### src/design/afcc_pkg.sv
// Package for the averaged fan curve controller: opcodes, word layout,
// curve write bundle and curve reset tables. No dependencies.
package afcc_pkg;

    typedef enum logic [1:0] {
        OP_TICK     = 2'd0,
        OP_OVERRIDE = 2'd1,
        OP_CURVE_WR = 2'd2
    } opcode_t;

    localparam int TEMP_W  = 16;
    localparam int TIME_W  = 32;
    localparam int SPEED_W = 16;
    localparam int INDEX_W = 3;

    // Input word layout, lowest bit first
    localparam int TEMP_LSB     = 0;
    localparam int NOW_LSB      = TEMP_LSB + TEMP_W;
    localparam int OV_SPEED_LSB = NOW_LSB + TIME_W;
    localparam int OV_DUR_LSB   = OV_SPEED_LSB + SPEED_W;
    localparam int INDEX_LSB    = OV_DUR_LSB + TIME_W;
    localparam int THR_LSB      = INDEX_LSB + INDEX_W;
    localparam int CSPEED_LSB   = THR_LSB + TEMP_W;
    localparam int IN_BITS      = CSPEED_LSB + SPEED_W;
    localparam int S_TDATA_W    = ((IN_BITS + 7) / 8) * 8;
    localparam int M_TDATA_W    = SPEED_W + TEMP_W;

    localparam int MAX_ENTRIES = 16;

    localparam logic [TEMP_W-1:0] CURVE_RST_THRESHOLD [MAX_ENTRIES] = '{
        16'd0, 16'd24000, 16'd24500, 16'd25000, 16'd25500, 16'd26000, 16'd27000,
        16'hFFFF, 16'hFFFF, 16'hFFFF, 16'hFFFF, 16'hFFFF, 16'hFFFF, 16'hFFFF,
        16'hFFFF, 16'hFFFF
    };

    localparam logic [SPEED_W-1:0] CURVE_RST_SPEED [MAX_ENTRIES] = '{
        16'd0, 16'd1000, 16'd1500, 16'd2000, 16'd2500, 16'd3000, 16'd4000,
        16'd0, 16'd0, 16'd0, 16'd0, 16'd0, 16'd0, 16'd0, 16'd0, 16'd0
    };

    typedef struct packed {
        logic               en;
        logic [INDEX_W-1:0] index;
        logic [TEMP_W-1:0]  threshold;
        logic [SPEED_W-1:0] speed;
    } curve_wr_t;

endpackage

### src/design/afcc_curve.sv
// Fan curve table: threshold/speed entries with write port and lookup.
// Depends on afcc_pkg.
module afcc_curve
    import afcc_pkg::*;
#(
    parameter int CURVE_ENTRIES = 7
)
(
    input  logic               clk,
    input  logic               rst_n,
    input  curve_wr_t          wr,
    input  logic [TEMP_W-1:0]  avg,
    output logic [SPEED_W-1:0] speed
);

    logic [TEMP_W-1:0]  thr_reg [CURVE_ENTRIES];
    logic [SPEED_W-1:0] spd_reg [CURVE_ENTRIES];

    // one write port; an index past the table matches no entry
    always_ff @(posedge clk or negedge rst_n)
    begin
        if (!rst_n)
        begin
            for (int i = 0; i < CURVE_ENTRIES; i++)
            begin
                thr_reg[i] <= CURVE_RST_THRESHOLD[i];
                spd_reg[i] <= CURVE_RST_SPEED[i];
            end
        end
        else if (wr.en)
        begin
            for (int i = 0; i < CURVE_ENTRIES; i++)
            begin
                if ({2'b00, wr.index} == 5'(i))
                begin
                    thr_reg[i] <= wr.threshold;
                    spd_reg[i] <= wr.speed;
                end
            end
        end
    end

    // last entry strictly below the average wins; none -> 0
    always_comb
    begin
        speed = '0;
        for (int i = 0; i < CURVE_ENTRIES; i++)
        begin
            if (avg > thr_reg[i])
                speed = spd_reg[i];
        end
    end

endmodule

### src/design/averaged_fan_curve_controller_top.sv
// Top level of the averaged fan curve controller: stream ports, input
// register, sample ring, override timer, result register. Uses afcc_pkg, afcc_curve.
//
// Fan target controller. Each input word carries an opcode on s_tuser: a tick
// (0) writes the temperature sample into a ring of SAMPLE_COUNT samples and
// looks the floor mean up on the fan curve, giving one result word; while an
// override runs (current_time < end time, unsigned) a tick instead returns the
// forced speed and the mean of the unchanged ring with override_active set.
// Opcode 1 starts an override (end = current_time + duration, mod 2^32),
// opcode 2 replaces one curve entry (indexes past CURVE_ENTRIES are dropped),
// opcode 3 does nothing. Only ticks produce a result. Throughput is one word
// per cycle unless a tick waits on a full result register that is not taken;
// the accepting edge loads the input register, and a later edge, once the
// result register is free, loads the mean/curve result into it. The ring sum
// is kept as a running total, so the mean is one subtract/add and a
// constant reciprocal multiply. s_tready falls only when both registers are
// full and the result is not being taken.
module averaged_fan_curve_controller_top
    import afcc_pkg::*;
#(
    parameter int SAMPLE_COUNT  = 4,
    parameter int CURVE_ENTRIES = 7
)
(
    input  logic                 clk,
    input  logic                 rst_n,
    input  logic                 s_tvalid,
    output logic                 s_tready,
    // temperature, current_time, override_fan_speed, override_duration,
    // curve_index, curve_threshold, curve_speed, zero pad
    input  logic [S_TDATA_W-1:0] s_tdata,
    // opcode
    input  logic [1:0]           s_tuser,
    output logic                 m_tvalid,
    input  logic                 m_tready,
    // fan_target, averaged_temperature
    output logic [M_TDATA_W-1:0] m_tdata,
    // override_active
    output logic                 m_tuser
);

    localparam int SHIFT_L = $clog2(SAMPLE_COUNT);
    localparam int SUM_W   = TEMP_W + SHIFT_L;
    localparam int POS_W   = (SAMPLE_COUNT > 1) ? $clog2(SAMPLE_COUNT) : 1;
    localparam int MUL_SH  = SUM_W + SHIFT_L;
    localparam int PROD_W  = 2 * SUM_W + 1;
    // ceil(2^MUL_SH / N): exact floor division for any sum below 2^SUM_W
    localparam logic [SUM_W:0] RECIP = (SUM_W + 1)'(
        ((64'd1 << MUL_SH) + 64'(SAMPLE_COUNT) - 64'd1) / 64'(SAMPLE_COUNT));

    // input register
    logic                 s1_valid_reg, s1_valid_next;
    logic [1:0]           s1_opcode_reg;
    logic [S_TDATA_W-1:0] s1_tdata_reg;

    // state
    logic [TEMP_W-1:0]  ring_reg [SAMPLE_COUNT];
    logic [POS_W-1:0]   pos_reg, pos_next;
    logic [SUM_W-1:0]   sum_reg, sum_next;
    logic [SPEED_W-1:0] forced_reg;
    logic [TIME_W-1:0]  end_time_reg;

    // result register
    logic                 out_valid_reg, out_valid_next;
    logic [M_TDATA_W-1:0] out_data_reg;
    logic                 out_active_reg;

    logic s_accept, out_free, s1_is_tick, s1_go, ovr_running, tick_sample;

    logic [TEMP_W-1:0]  f_temp;
    logic [TIME_W-1:0]  f_now, f_dur;
    logic [SPEED_W-1:0] f_ov_speed, f_cspeed, curve_speed, fan_target;
    logic [INDEX_W-1:0] f_index;
    logic [TEMP_W-1:0]  f_thr, mean;
    logic [SUM_W-1:0]   sum_sel;
    logic [PROD_W-1:0]  prod;
    curve_wr_t          curve_wr;

    assign f_temp     = s1_tdata_reg[TEMP_LSB +: TEMP_W];
    assign f_now      = s1_tdata_reg[NOW_LSB +: TIME_W];
    assign f_ov_speed = s1_tdata_reg[OV_SPEED_LSB +: SPEED_W];
    assign f_dur      = s1_tdata_reg[OV_DUR_LSB +: TIME_W];
    assign f_index    = s1_tdata_reg[INDEX_LSB +: INDEX_W];
    assign f_thr      = s1_tdata_reg[THR_LSB +: TEMP_W];
    assign f_cspeed   = s1_tdata_reg[CSPEED_LSB +: SPEED_W];

    // handshake
    assign s1_is_tick = (s1_opcode_reg == OP_TICK);
    assign out_free   = !out_valid_reg || m_tready;
    assign s1_go      = s1_valid_reg && (!s1_is_tick || out_free);
    assign s_tready   = !s1_valid_reg || s1_go;
    assign s_accept   = s_tvalid && s_tready;

    assign ovr_running = (f_now < end_time_reg);
    assign tick_sample = s1_go && s1_is_tick && !ovr_running;

    // running sum of the ring after this tick
    assign sum_next = sum_reg - SUM_W'(ring_reg[pos_reg]) + SUM_W'(f_temp);
    assign sum_sel  = ovr_running ? sum_reg : sum_next;
    assign prod     = PROD_W'(sum_sel) * PROD_W'(RECIP);
    assign mean     = TEMP_W'(prod >> MUL_SH);

    assign pos_next = (pos_reg == POS_W'(SAMPLE_COUNT - 1)) ? '0 : pos_reg + 1'b1;

    assign curve_wr.en        = s1_go && (s1_opcode_reg == OP_CURVE_WR);
    assign curve_wr.index     = f_index;
    assign curve_wr.threshold = f_thr;
    assign curve_wr.speed     = f_cspeed;

    afcc_curve #(
        .CURVE_ENTRIES (CURVE_ENTRIES)
    ) u_curve (
        .clk   (clk),
        .rst_n (rst_n),
        .wr    (curve_wr),
        .avg   (mean),
        .speed (curve_speed)
    );

    assign fan_target = ovr_running ? forced_reg : curve_speed;

    always_comb
    begin
        s1_valid_next = s1_valid_reg;
        if (s_accept)
            s1_valid_next = 1'b1;
        else if (s1_go)
            s1_valid_next = 1'b0;

        out_valid_next = out_valid_reg;
        if (s1_go && s1_is_tick)
            out_valid_next = 1'b1;
        else if (m_tready)
            out_valid_next = 1'b0;
    end

    always_ff @(posedge clk or negedge rst_n)
    begin
        if (!rst_n)
        begin
            s1_valid_reg  <= 1'b0;
            out_valid_reg <= 1'b0;
        end
        else
        begin
            s1_valid_reg  <= s1_valid_next;
            out_valid_reg <= out_valid_next;
        end
    end

    always_ff @(posedge clk)
    begin
        if (s_accept)
        begin
            s1_opcode_reg <= s_tuser;
            s1_tdata_reg  <= s_tdata;
        end
        if (s1_go && s1_is_tick)
        begin
            out_data_reg   <= {mean, fan_target};
            out_active_reg <= ovr_running;
        end
    end

    always_ff @(posedge clk or negedge rst_n)
    begin
        if (!rst_n)
        begin
            pos_reg      <= '0;
            sum_reg      <= '0;
            forced_reg   <= '0;
            end_time_reg <= '0;
            for (int i = 0; i < SAMPLE_COUNT; i++)
                ring_reg[i] <= '0;
        end
        else
        begin
            if (tick_sample)
            begin
                ring_reg[pos_reg] <= f_temp;
                pos_reg           <= pos_next;
                sum_reg           <= sum_next;
            end
            if (s1_go && (s1_opcode_reg == OP_OVERRIDE))
            begin
                forced_reg   <= f_ov_speed;
                end_time_reg <= f_now + f_dur;
            end
        end
    end

    assign m_tvalid = out_valid_reg;
    assign m_tdata  = out_data_reg;
    assign m_tuser  = out_active_reg;

`ifndef ASSERT_OFF
    a_result_from_tick: assert property (@(posedge clk) disable iff (!rst_n)
        $rose(out_valid_reg) |-> $past(s1_go && s1_is_tick))
        else $error("result word without a processed tick");

    a_pos_advances: assert property (@(posedge clk) disable iff (!rst_n)
        tick_sample |=> (SAMPLE_COUNT == 1) || (pos_reg != $past(pos_reg)))
        else $error("ring position did not advance on a sampled tick");

    a_pos_holds: assert property (@(posedge clk) disable iff (!rst_n)
        !tick_sample |=> $stable(pos_reg) && $stable(sum_reg))
        else $error("ring changed without a sampled tick");

    a_stage_holds: assert property (@(posedge clk) disable iff (!rst_n)
        s1_valid_reg && !s1_go |=> s1_valid_reg && $stable(s1_tdata_reg))
        else $error("stalled input register was overwritten");
`endif

endmodule

### config.mk
export PLATFORM = sky130hd
export DESIGN_NAME = averaged_fan_curve_controller_top
export DESIGN_NICKNAME = d
export VERILOG_FILES = /design/src/design/afcc_pkg.sv /design/src/design/afcc_curve.sv /design/src/design/averaged_fan_curve_controller_top.sv
export SDC_FILE = /design/constraint.sdc
export NUM_CORES = 1
export LEC_CHECK = 0
export ABC_CLOCK_PERIOD_IN_PS = 12400
export BUFFER_PORTS_ARGS = -buffer_cell sky130_fd_sc_hd__buf_2
export CAP_MARGIN = 20
export CORE_ASPECT_RATIO = 0.5
export CORE_UTILIZATION = 35
export CTS_BUF_LIST = sky130_fd_sc_hd__clkbuf_16
export CTS_CLUSTER_DIAMETER = 30
export DETAILED_ROUTE_END_ITERATION = 10
export SETUP_SLACK_MARGIN = 0.3
export SLEW_MARGIN = 10
export SYNTH_ARGS = -nofsm -noshare
export SYNTH_HDL_FRONTEND = slang
export SYNTH_SLANG_ARGS = --single-unit
### constraint.sdc
create_clock -name clk -period 12.4 [get_ports clk]
set_input_delay 0.62 -clock clk [delete_from_list [all_inputs] [get_ports clk]]
set_output_delay 0.62 -clock clk [all_outputs]
set_load 0.01 [all_outputs]
# Word level (Yosys, flattened, before mapping)

Cells that the tools add are included.

$add $sub $neg: 4
Multiply operators: 0
Divide/modulo/power cells: 0
$lt $le $gt $ge: 10
Equality and inequality tests: 9
Shifts and indexed selects: 0
Mux-type cells: 20
Bitwise logic cells: 1
Reduce and logical (&&, ||, !) cells: 25

Operators by type and width:

| operator                                                                     | count |
|---|---|
| 16-bit 2-to-1 mux                                                            | 11 |
| 16-bit > comparator                                                          | 7 |
| 64-bit bitwise mux                                                           | 1 |
| 32-bit adder                                                                 | 1 |
| 16-bit binary-select mux with 2-bit select                                   | 1 |
| 16-bit demux with 2-bit select                                               | 1 |
| 32-bit less-than comparator                                                  | 1 |
| 18-bit by 16-bit adder with 18-bit output                                    | 1 |
| 18-bit 2-to-1 mux                                                            | 1 |
| 18-bit by 16-bit subtractor with 18-bit output                               | 1 |
| 2-bit AND reduction                                                          | 7 |
| 3-bit equality test, second input constant                                   | 3 |
| 1-bit logical AND                                                            | 7 |
| 3-bit by 2-bit equality test with 1-bit output, second input constant        | 2 |
| 2-bit equality test, second input constant                                   | 2 |
| 1-bit zero test                                                              | 4 |
| 1-bit 2-to-1 mux                                                             | 4 |
| 2-bit nonzero test                                                           | 2 |
| 3-bit by 1-bit equality test with 1-bit output, second input constant        | 1 |
| 3-bit >= comparator, second input constant                                   | 1 |
| 3-bit zero test                                                              | 1 |
| 1-bit logical OR                                                             | 3 |
| 3-bit by 1-bit less-than comparator with 1-bit output, second input constant | 1 |
| 2-bit NOT with 3-bit output                                                  | 1 |
| other kinds (4)                                                              | 4 |

Register bits after elaboration: 524
Latch bits: 0
RAM bits: 0
Memory bits (read-only): 0
Input port bits: 142
Output and inout port bits: 35
Logic and storage cells: 97
Memories: 0

# Depth between registers and ports, before layout

Gate-level depths: netlist (run 1).

Word-level depth: 16
Gate-level depth with buffers: 27
Gate-level depth less buffers: 22

# Cells and area by module

A second synthesis (run 1) with hierarchy kept.

Cell total of the unflattened synthesis: 2,242
Area, all modules: 26,833.2 µm²

Modules (own cells, without submodules):

| module                            | times used | cells an instance | area each (µm²) | seq. area each (µm²) |
|---|---|---|---|---|
| averaged_fan_curve_controller_top | 1          | 1,166             | 14,744.1        | 8,338.0 |
| afcc_curve                        | 1          | 1,076             | 12,089.1        | 5,708.0 |

# Worst setup path after synthesis (run 1)

OpenSTA, ideal clock, no wires.

Path kind: flip-flop to flip-flop
Start point: register pos_reg[0]
End point: register out_data_reg[10] (netlist: m_tdata[10]), data pin
Setup time: 0.263 ns
Data arrival time: 6.090 ns
Data required time: 12.137 ns
Slack: 6.048 ns
Cell stages (with the launch flop): 23
Buffers on the path: 3
Period minus slack after synthesis: 6.352 ns
Cells stage by stage: dfrtp_1 clkbuf_1 clkbuf_1 mux4_2 fa_1 inv_1 ha_1 a21o_1 a21oi_1 a31oi_1 o31ai_1 xnor2_1 nor2_1 xor2_1 ha_1 nand4_1 or4_1 or2_2 o21a_1 clkbuf_1 a311o_1 a221oi_1 o21bai_1

Cells in the longest elaborated chain, start to end: 16
Elaborated cells between the ends (all ways): 22
Classes of those cells: 2 x add/sub; 7 x order compare; 12 x mux; 1 x bitwise

RTL lines:

| element                                                   | RTL line                                 | source |
|---|---|---|
| start, declared                                           | averaged_fan_curve_controller_top.sv:58  | `logic [POS_W-1:0] pos_reg, pos_next;` |
| start signal, assigned                                    | averaged_fan_curve_controller_top.sv:181 | `pos_reg <= pos_next;` |
| 2-bit NOT with 3-bit output (implied by the code) (*)     | averaged_fan_curve_controller_top.sv:98  | `assign sum_next = sum_reg - SUM_W'(ring_reg[pos_reg]) + SUM_W'(f_temp);` |
| 16-bit binary-select mux with 2-bit select (*)            | averaged_fan_curve_controller_top.sv:98  |  |
| 16-bit 2-to-1 mux (implied by the code) (*) (2 in series) | averaged_fan_curve_controller_top.sv:98  |  |
| 18-bit by 16-bit subtractor with 18-bit output (*)        | averaged_fan_curve_controller_top.sv:98  |  |
| 18-bit by 16-bit adder with 18-bit output (*)             | averaged_fan_curve_controller_top.sv:98  |  |
| 18-bit 2-to-1 mux (*)                                     | averaged_fan_curve_controller_top.sv:99  | `assign sum_sel = ovr_running ? sum_reg : sum_next;` |
| net prod[35]                                              | averaged_fan_curve_controller_top.sv:76  | `logic [PROD_W-1:0] prod;` |
| 16-bit > comparator                                       | afcc_curve.sv:49                         | `if (avg > thr_reg[i])` |
| 16-bit 2-to-1 mux (6 in series)                           | afcc_curve.sv:49                         |  |
| 16-bit 2-to-1 mux (*)                                     | afcc_curve.sv:49                         |  |
| 16-bit 2-to-1 mux (*)                                     | averaged_fan_curve_controller_top.sv:120 | `assign fan_target = ovr_running ? forced_reg : curve_speed;` |
| net fan_target[10]                                        | averaged_fan_curve_controller_top.sv:72  | `logic [SPEED_W-1:0] f_ov_speed, f_cspeed, curve_speed, fan_target;` |
| end signal, assigned                                      | averaged_fan_curve_controller_top.sv:160 | `out_data_reg <= {mean, fan_target};` |
| end, declared                                             | averaged_fan_curve_controller_top.sv:65  | `logic [M_TDATA_W-1:0] out_data_reg;` |

Mark *: on every way through the listed nets, which the timed path passes. The rest lies on a longest branch. The select of a mux whose other input is x is not followed.
A chain may end at the register's enable or synchronous reset.

# Worst setup path after layout (run 1)

Start point: register pos_reg[0]
End point: register out_data_reg[2] (netlist: m_tdata[2]), data pin

Same word-level chain as after synthesis.

==> results of run 1 <==
worst max path at each step:
stage	to	slack, ns
after detailed placement	m_tdata[2]	5.23
after CTS	m_tdata[2]	5.13
final	m_tdata[2]	5.13
after global routing	m_tdata[5]	4.66
after floorplan	m_tdata[10]	6.05
after global placement	m_tdata[12]	5.23
synthesized netlist by cell type, drive strengths merged (4+ instances only):
cell type,count,area [sq um]
nand3,16,80.1
o31ai,16,120
mux2,250,2890
a21o,29,218
nor2b,9,56.3
nand4,35,219
or3,5,31.3
o21bai,20,150
o2111ai,4,35.0
buf,18,106
o21a,38,285
and3,6,37.5
or4,4,30.0
xor2,12,105
nor3,16,91.3
mux4,16,360
nor4,5,37.5
nor2,91,342
nor3b,4,30.0
nand2,202,778
a211oi,18,135
fa,17,340
and2,6,37.5
a31oi,24,150
inv,219,822
o211ai,26,195
o21ai,146,731
a211o,6,52.6
dfrtp,276,6910
a221oi,19,173
ha,196,2450
edfxtp,166,4980
dfstp,82,2150
a21oi,76,380
a311o,16,160
or3b,18,158
xnor2,22,193
nand2b,13,81.3
clkbuf,63,236
kinds of logic after synthesis:
group / count (synthesis)
buffers and inverters: 300
muxes: 266
and+or+nand+nor: 442
AOI/OAI and AO/OA: 462
adders and majority gates: 213
xor gates and xnor gates: 34
DFF: 524
metal layers:
| metal | global-route usage (%) | routed length [microns] | vias to the layer above |
|---|---|---|---|
| met5 | 0 | 0 | - |
| met4 | 4.14 | 1120 | 0 |
| met3 | 3.55 | 3030 | 88 |
| met2 | 27.6 | 30700 | 335 |
| met1 | 23.8 | 30700 | 8913 |
| li1 | - | - | 8521 |
through the flow:
step | hold slack [ns] | std cells
after floorplan | 0.324 | 2241
after global placement | 0.421 | 3384
after detailed placement | 0.422 | 3386
after CTS | 0.0910 | 3556
after global routing | 0.100 | 3557
final | 0.0513 | 3557
worst max-delay path, stage by stage (launching register included):
cell and delay (ns):
sky130_fd_sc_hd__dfrtp_1 0.32, sky130_fd_sc_hd__buf_4 0.36, sky130_fd_sc_hd__mux4_2 0.58, sky130_fd_sc_hd__fa_1 0.49, sky130_fd_sc_hd__inv_1 0.06, sky130_fd_sc_hd__ha_1 0.31, sky130_fd_sc_hd__a211oi_1 0.29, sky130_fd_sc_hd__o21ai_0 0.19
sky130_fd_sc_hd__and2_1 0.22, sky130_fd_sc_hd__a31o_2 0.26, sky130_fd_sc_hd__a21o_1 0.18, sky130_fd_sc_hd__a21oi_1 0.17, sky130_fd_sc_hd__xnor2_1 0.09, sky130_fd_sc_hd__mux2_2 0.42, sky130_fd_sc_hd__ha_1 0.35, sky130_fd_sc_hd__nand4_1 0.18
sky130_fd_sc_hd__a2111o_1 0.40, sky130_fd_sc_hd__o211a_1 0.41, sky130_fd_sc_hd__nand2b_1 0.68, sky130_fd_sc_hd__a311o_1 0.51, sky130_fd_sc_hd__a221oi_1 0.33, sky130_fd_sc_hd__o21bai_1 0.18
area by class of cell:
type | count | share of cell area [%]
Clock buffer | 93 | 7.26
Clock inverter | 77 | 2.78
Inverter | 219 | 2.57
Multi-Input combinational cell | 1417 | 35.9
Sequential cell | 524 | 43.8
Tap cell | 1022 | 3.99
Timing Repair Buffer | 205 | 3.68
placed cells by master, fill, tap and decap left out, types with 20 or more instances in the layout:
cell                        count
sky130_fd_sc_hd__a31oi_1       24
sky130_fd_sc_hd__dfstp_2       82
sky130_fd_sc_hd__xnor2_1       22
sky130_fd_sc_hd__o21ai_0      143
sky130_fd_sc_hd__inv_1        224
sky130_fd_sc_hd__o211ai_1      26
sky130_fd_sc_hd__buf_4         30
sky130_fd_sc_hd__mux2_4        20
sky130_fd_sc_hd__ha_1         196
sky130_fd_sc_hd__dfrtp_1      276
sky130_fd_sc_hd__a21oi_1       75
sky130_fd_sc_hd__a21o_1        28
sky130_fd_sc_hd__mux2_2       230
sky130_fd_sc_hd__nand2_1      198
sky130_fd_sc_hd__o21a_1        38
sky130_fd_sc_hd__buf_2        170
sky130_fd_sc_hd__nand4_1       35
sky130_fd_sc_hd__clkbuf_16     93
sky130_fd_sc_hd__o21bai_1      20
sky130_fd_sc_hd__edfxtp_1     166
sky130_fd_sc_hd__nor2_1        89
==> impl_metrics.ini, run 1 <==
[outcome]
outcome = completed

[finish]
post_route_utilization_pct = 42.6
areaGrowthSynthToFinish_pct = 20.2
finalNetCount = 2812
largest_register_ffs = 131
num-fill-cells = 7037
register_area_sq_mm = 0.0140
design_area_sq_mm = 0.0320
n_antenna_cell = 0
drive_gt1_share_pct = 29.6
multi_input_area_sq_mm = 0.0115

[timing]
tightest_slew_ns = 1.06
fmax_mhz = 138
min_period_over_period_pct = 58.6
final.setup.tns_ns = 0
fin_worst_skew_ns = 0.0409
setup_ws_ns = 5.13
finalCriticalPeriod_ns = 7.27
timing_max_transition_violations_final = 0
setup_viol_count_final = 0
hold_violations = 0
unrepaired_setup_endpoints_after_global_routing = false
slew-limit-headroom_pct = 29.3

[clock_tree]
cts_inserted_buffers = 90
cts-root-to-sink-buffers = 3
cts.reportedPaths.clkPinSlew_ns = 0.05
clock_tree_from_tritoncts = built
cts.hold.buffers_added = 0
postCtsSetupBuffers = 0
clk_latency_ns = 0.65
clk_sinks = 524
cts_max_level = 3
clock_tree.root_cell = sky130_fd_sc_hd__clkbuf_16
postCtsResizedCells = 0

[setup_path]
worst_r2r_startpoint = pos_reg[0]
rr_endpoint = m_tdata[2]
worst-r2r-cell-count = 21
cp-start-kind = flop
cp_data_arrival_time_ns = 7.63
cp-end-kind = flop
crit_path_category = flop to flop
path_max_fanout = 20
required_ns = 12.76
rrSetupSlack_ns = 5.13
timing_startpoint_of_the_critical_path = pos_reg[0]

[routing]
antenna_left = 0
route.vias.total = 17900
drc_errors = 0
route.final.wire_length_microns = 65600
drt-wirelength-per-cell_microns = 18.4
drt-pass1-iter-count = 6
detailedRoute.firstIterationViolations = 1037
via_per_inst = 5.02

[logic_synthesis]
synth-compound-area-share_pct = 11.2
synth_enable_flop_cells = 166
mapped_area_sq_mm = 0.0267
seq_cells_post_synth = 524
synth_simple_gate_area_share_pct = 7.92
post_synth_inst_count = 2241
synth_flop_cell = sky130_fd_sc_hd__dfrtp_1
sequential_element_share_of_the_synthesized_area_pct = 52.7
postSynth.asyncResetShare_pct = 68.3
synth.yosys.warnings = 0
postSynthNetCount = 2596
multiplexer_share_of_the_synthesized_area_pct = 12.2
yosys.area_share.adder_pct = 10.5
synth_xor_area_share_pct = 1.12
dominant_combinational_cell_family_by_area_after_synthesis = multiplexers
mean_cell_area_of_the_mapped_netlist_sq_um = 11.9
post_synth_num_cell_types = 70

[run]
max-cap-violations = 0

[grt]
globalRouteOverflowTotal = 0
first_global_vias = 18200
grt_util_all_layers_pct = 17.2
pin_count_of_the_biggest_net_entering_global_routing = 180
antenna_found_initial = 1
global_route_wire_length_before_repair_microns = 103000

[placement]
port_buffers = 171
post-place-ws_ns = 5.23
placement.cell_area_sq_mm = 0.0288
place_congestion = 0.862
detailed_placement_hpwl_microns = 43500

[hold_path]
min_path_type = input port to asynchronous set/reset pin

[floorplanning]
die_area_sq_mm = 0.0773
ports = 177
initial_core_util_pct = 35.4
core_region_area_sq_mm = 0.0752
die_h_microns = 197
dieWidth_microns = 392
std_cell_rows = 71
Power of run 1 is not shown: default switching activity piles up to over one toggle a cycle in this logic, so the estimate is an artifact.
==> inputs of run 2 (changes only) <==
--- a/config.mk
+++ b/config.mk
@@ -5,7 +5,7 @@
 export SDC_FILE = /design/constraint.sdc
 export NUM_CORES = 1
 export LEC_CHECK = 0
-export ABC_CLOCK_PERIOD_IN_PS = 12400
+export ABC_CLOCK_PERIOD_IN_PS = 6500
 export BUFFER_PORTS_ARGS = -buffer_cell sky130_fd_sc_hd__buf_2
 export CAP_MARGIN = 20
 export CORE_ASPECT_RATIO = 0.5
==> constraint.sdc (replaced) <==
create_clock -name clk -period 6.5 [get_ports clk]
set_input_delay 0.325 -clock clk [delete_from_list [all_inputs] [get_ports clk]]
set_output_delay 0.325 -clock clk [all_outputs]
set_load 0.01 [all_outputs]
==> impl_metrics.ini, run 2 (same netlist as run 1, synthesis figures left out) <==
[routing]
drt-pass1-iter-count = 5
drc_errors = 0
detailedRoute.firstIterationViolations = 1119
drt-wirelength-per-cell_microns = 18.2
antenna_left = 0
via_per_inst = 5.00
route.final.wire_length_microns = 68200
route.vias.total = 18700

[floorplanning]
initial_core_util_pct = 35.4
core_region_area_sq_mm = 0.0752
dieWidth_microns = 392
std_cell_rows = 71
die_area_sq_mm = 0.0773
die_h_microns = 197
ports = 177

[run]
max-cap-violations = 0

[timing]
slew-limit-headroom_pct = 26.5
final.setup.tns_ns = 0
min_period_over_period_pct = 91.3
timing_max_transition_violations_final = 0
fmax_mhz = 169
fin_hold_ws_ns = 0.0865
tightest_slew_ns = 1.10
unrepaired_setup_endpoints_after_global_routing = false
hold_violations = 0
setup_viol_count_final = 0
finalCriticalPeriod_ns = 5.93
fin_worst_skew_ns = 0.0467

[setup_path]
worst_r2r_startpoint = pos_reg[0]
cp-end-kind = flop
cp_data_arrival_time_ns = 6.32
rrSetupSlack_ns = 0.57
cp-start-kind = flop
timing_startpoint_of_the_critical_path = pos_reg[0]
crit_path_category = flop to flop
rr_endpoint = m_tdata[7]
path_max_fanout = 16
required_ns = 6.89
worst-r2r-cell-count = 22

[finish]
areaGrowthSynthToFinish_pct = 27.6
layout.cells.most_common_list = 274 x sky130_fd_sc_hd__dfrtp_1, 232 x sky130_fd_sc_hd__inv_1, 229 x sky130_fd_sc_hd__mux2_2
finalNetCount = 2986
drive_gt1_share_pct = 29.8
layout.cells.most_common = sky130_fd_sc_hd__dfrtp_1
largest_register_ffs = 131

[grt]
global_route_wire_length_before_repair_microns = 108000
first_global_vias = 19400
antenna_found_initial = 1
pin_count_of_the_biggest_net_entering_global_routing = 155
grt_util_all_layers_pct = 18.0
globalRouteOverflowTotal = 0

[clock_tree]
cts_inserted_buffers = 97
clk_latency_ns = 0.65
cts-root-to-sink-buffers = 3
cts_max_level = 3
clock_tree.root_cell = sky130_fd_sc_hd__clkbuf_16
cts.reportedPaths.clkPinSlew_ns = 0.06
clock_tree_from_tritoncts = built
clk_sinks = 524

[outcome]
outcome = completed

[hold_path]
hold_path_startpoint = m_tready
worst_hold_path.endpoint = m_tvalid
min_path_type = input port to flop
holdPathStages = 3

[placement]
detailed_placement_hpwl_microns = 44800
place_congestion = 0.830
port_buffers = 171
==> run 2: cell types whose count changed in the layout (fill, tap and decap cells not counted), moves of 7 or more <==
cell                            change
sky130_fd_sc_hd__dlygate4sd3_1    +136
sky130_fd_sc_hd__clkinv_4          -12
sky130_fd_sc_hd__a221oi_1           -7
sky130_fd_sc_hd__a221oi_2           +7
sky130_fd_sc_hd__inv_1              +8
sky130_fd_sc_hd__buf_12             +7
sky130_fd_sc_hd__buf_4             +22
==> run 2: cell type report <==
class	instances	area, sq um
Tap cell	1022	1280
Fill cell	6838	41200
Antenna cell	1	2.50
Clock buffer	98	2450
Multi-Input combinational cell	1417	11600
Inverter	219	822
Clock inverter	86	973
Sequential cell	524	14000
Timing Repair Buffer	372	2860
==> run 2: worst max-delay path, cell delays in order (launching register included) <==
cell	delay [ns]
sky130_fd_sc_hd__dfrtp_2	0.47
sky130_fd_sc_hd__buf_4	0.15
sky130_fd_sc_hd__mux4_2	0.50
sky130_fd_sc_hd__fa_1	0.49
sky130_fd_sc_hd__inv_1	0.05
sky130_fd_sc_hd__ha_1	0.24
sky130_fd_sc_hd__nor4_2	0.28
sky130_fd_sc_hd__o21ai_1	0.13
sky130_fd_sc_hd__and2_1	0.20
sky130_fd_sc_hd__a31o_2	0.27
sky130_fd_sc_hd__a21o_1	0.19
sky130_fd_sc_hd__a21oi_2	0.14
sky130_fd_sc_hd__xnor2_1	0.12
sky130_fd_sc_hd__mux2_4	0.29
sky130_fd_sc_hd__ha_1	0.29
sky130_fd_sc_hd__nand4_1	0.11
sky130_fd_sc_hd__or4_4	0.49
sky130_fd_sc_hd__or2_2	0.34
sky130_fd_sc_hd__o21a_1	0.14
sky130_fd_sc_hd__buf_12	0.16
sky130_fd_sc_hd__a311o_1	0.29
sky130_fd_sc_hd__a221oi_1	0.27
sky130_fd_sc_hd__o21bai_1	0.11
==> run 2: how the worst max path moves through the flow <==
| stage | end | slack (ns) | cells past startpoint |
|---|---|---|---|
| after floorplan | m_tdata[10] | 0.33 | 22 |
| after global placement | m_tdata[5] | 0.24 | 22 |
| after detailed placement | m_tdata[5] | 0.13 | 23 |
| after CTS | m_tdata[5] | 0.31 | 23 |
| after global routing | m_tdata[12] | 0.26 | 25 |
| final | m_tdata[7] | 0.57 | 22 |
==> run 2: per-stage QoR <==
stage               std cells  util, %  worst slack, ns  cell area (sq um)
floorplan                2241        -            0.327              26700
global placement         3403     38.5            0.240              28900
detailed placement       3404     38.5            0.130              29000
CTS                      3726     44.9            0.314              33800
global route             3738     45.2            0.261              34000
finish                   3739     45.2            0.566              34000
==> run 2: layer usage <==
metal | track usage, % | share of wire (%)
met1 | 24.7 | 47
met2 | 28.9 | 47
met3 | 2.93 | 4.1
met4 | 5.82 | 2.4
met5 | 0 | 0
==> run 2: what timing repair did <==
action | in CTS | in global routing
pin swaps | 0 | 13
endpoints found under the setup margin | 16 | 16
hold buffers | 136 | 0
gates cloned | 0 | 1
hold endpoints to repair | 213 | 0
resized for setup | 2 | 36
buffers inserted | 2 | 11
Power of run 2 is left out for the same reason.
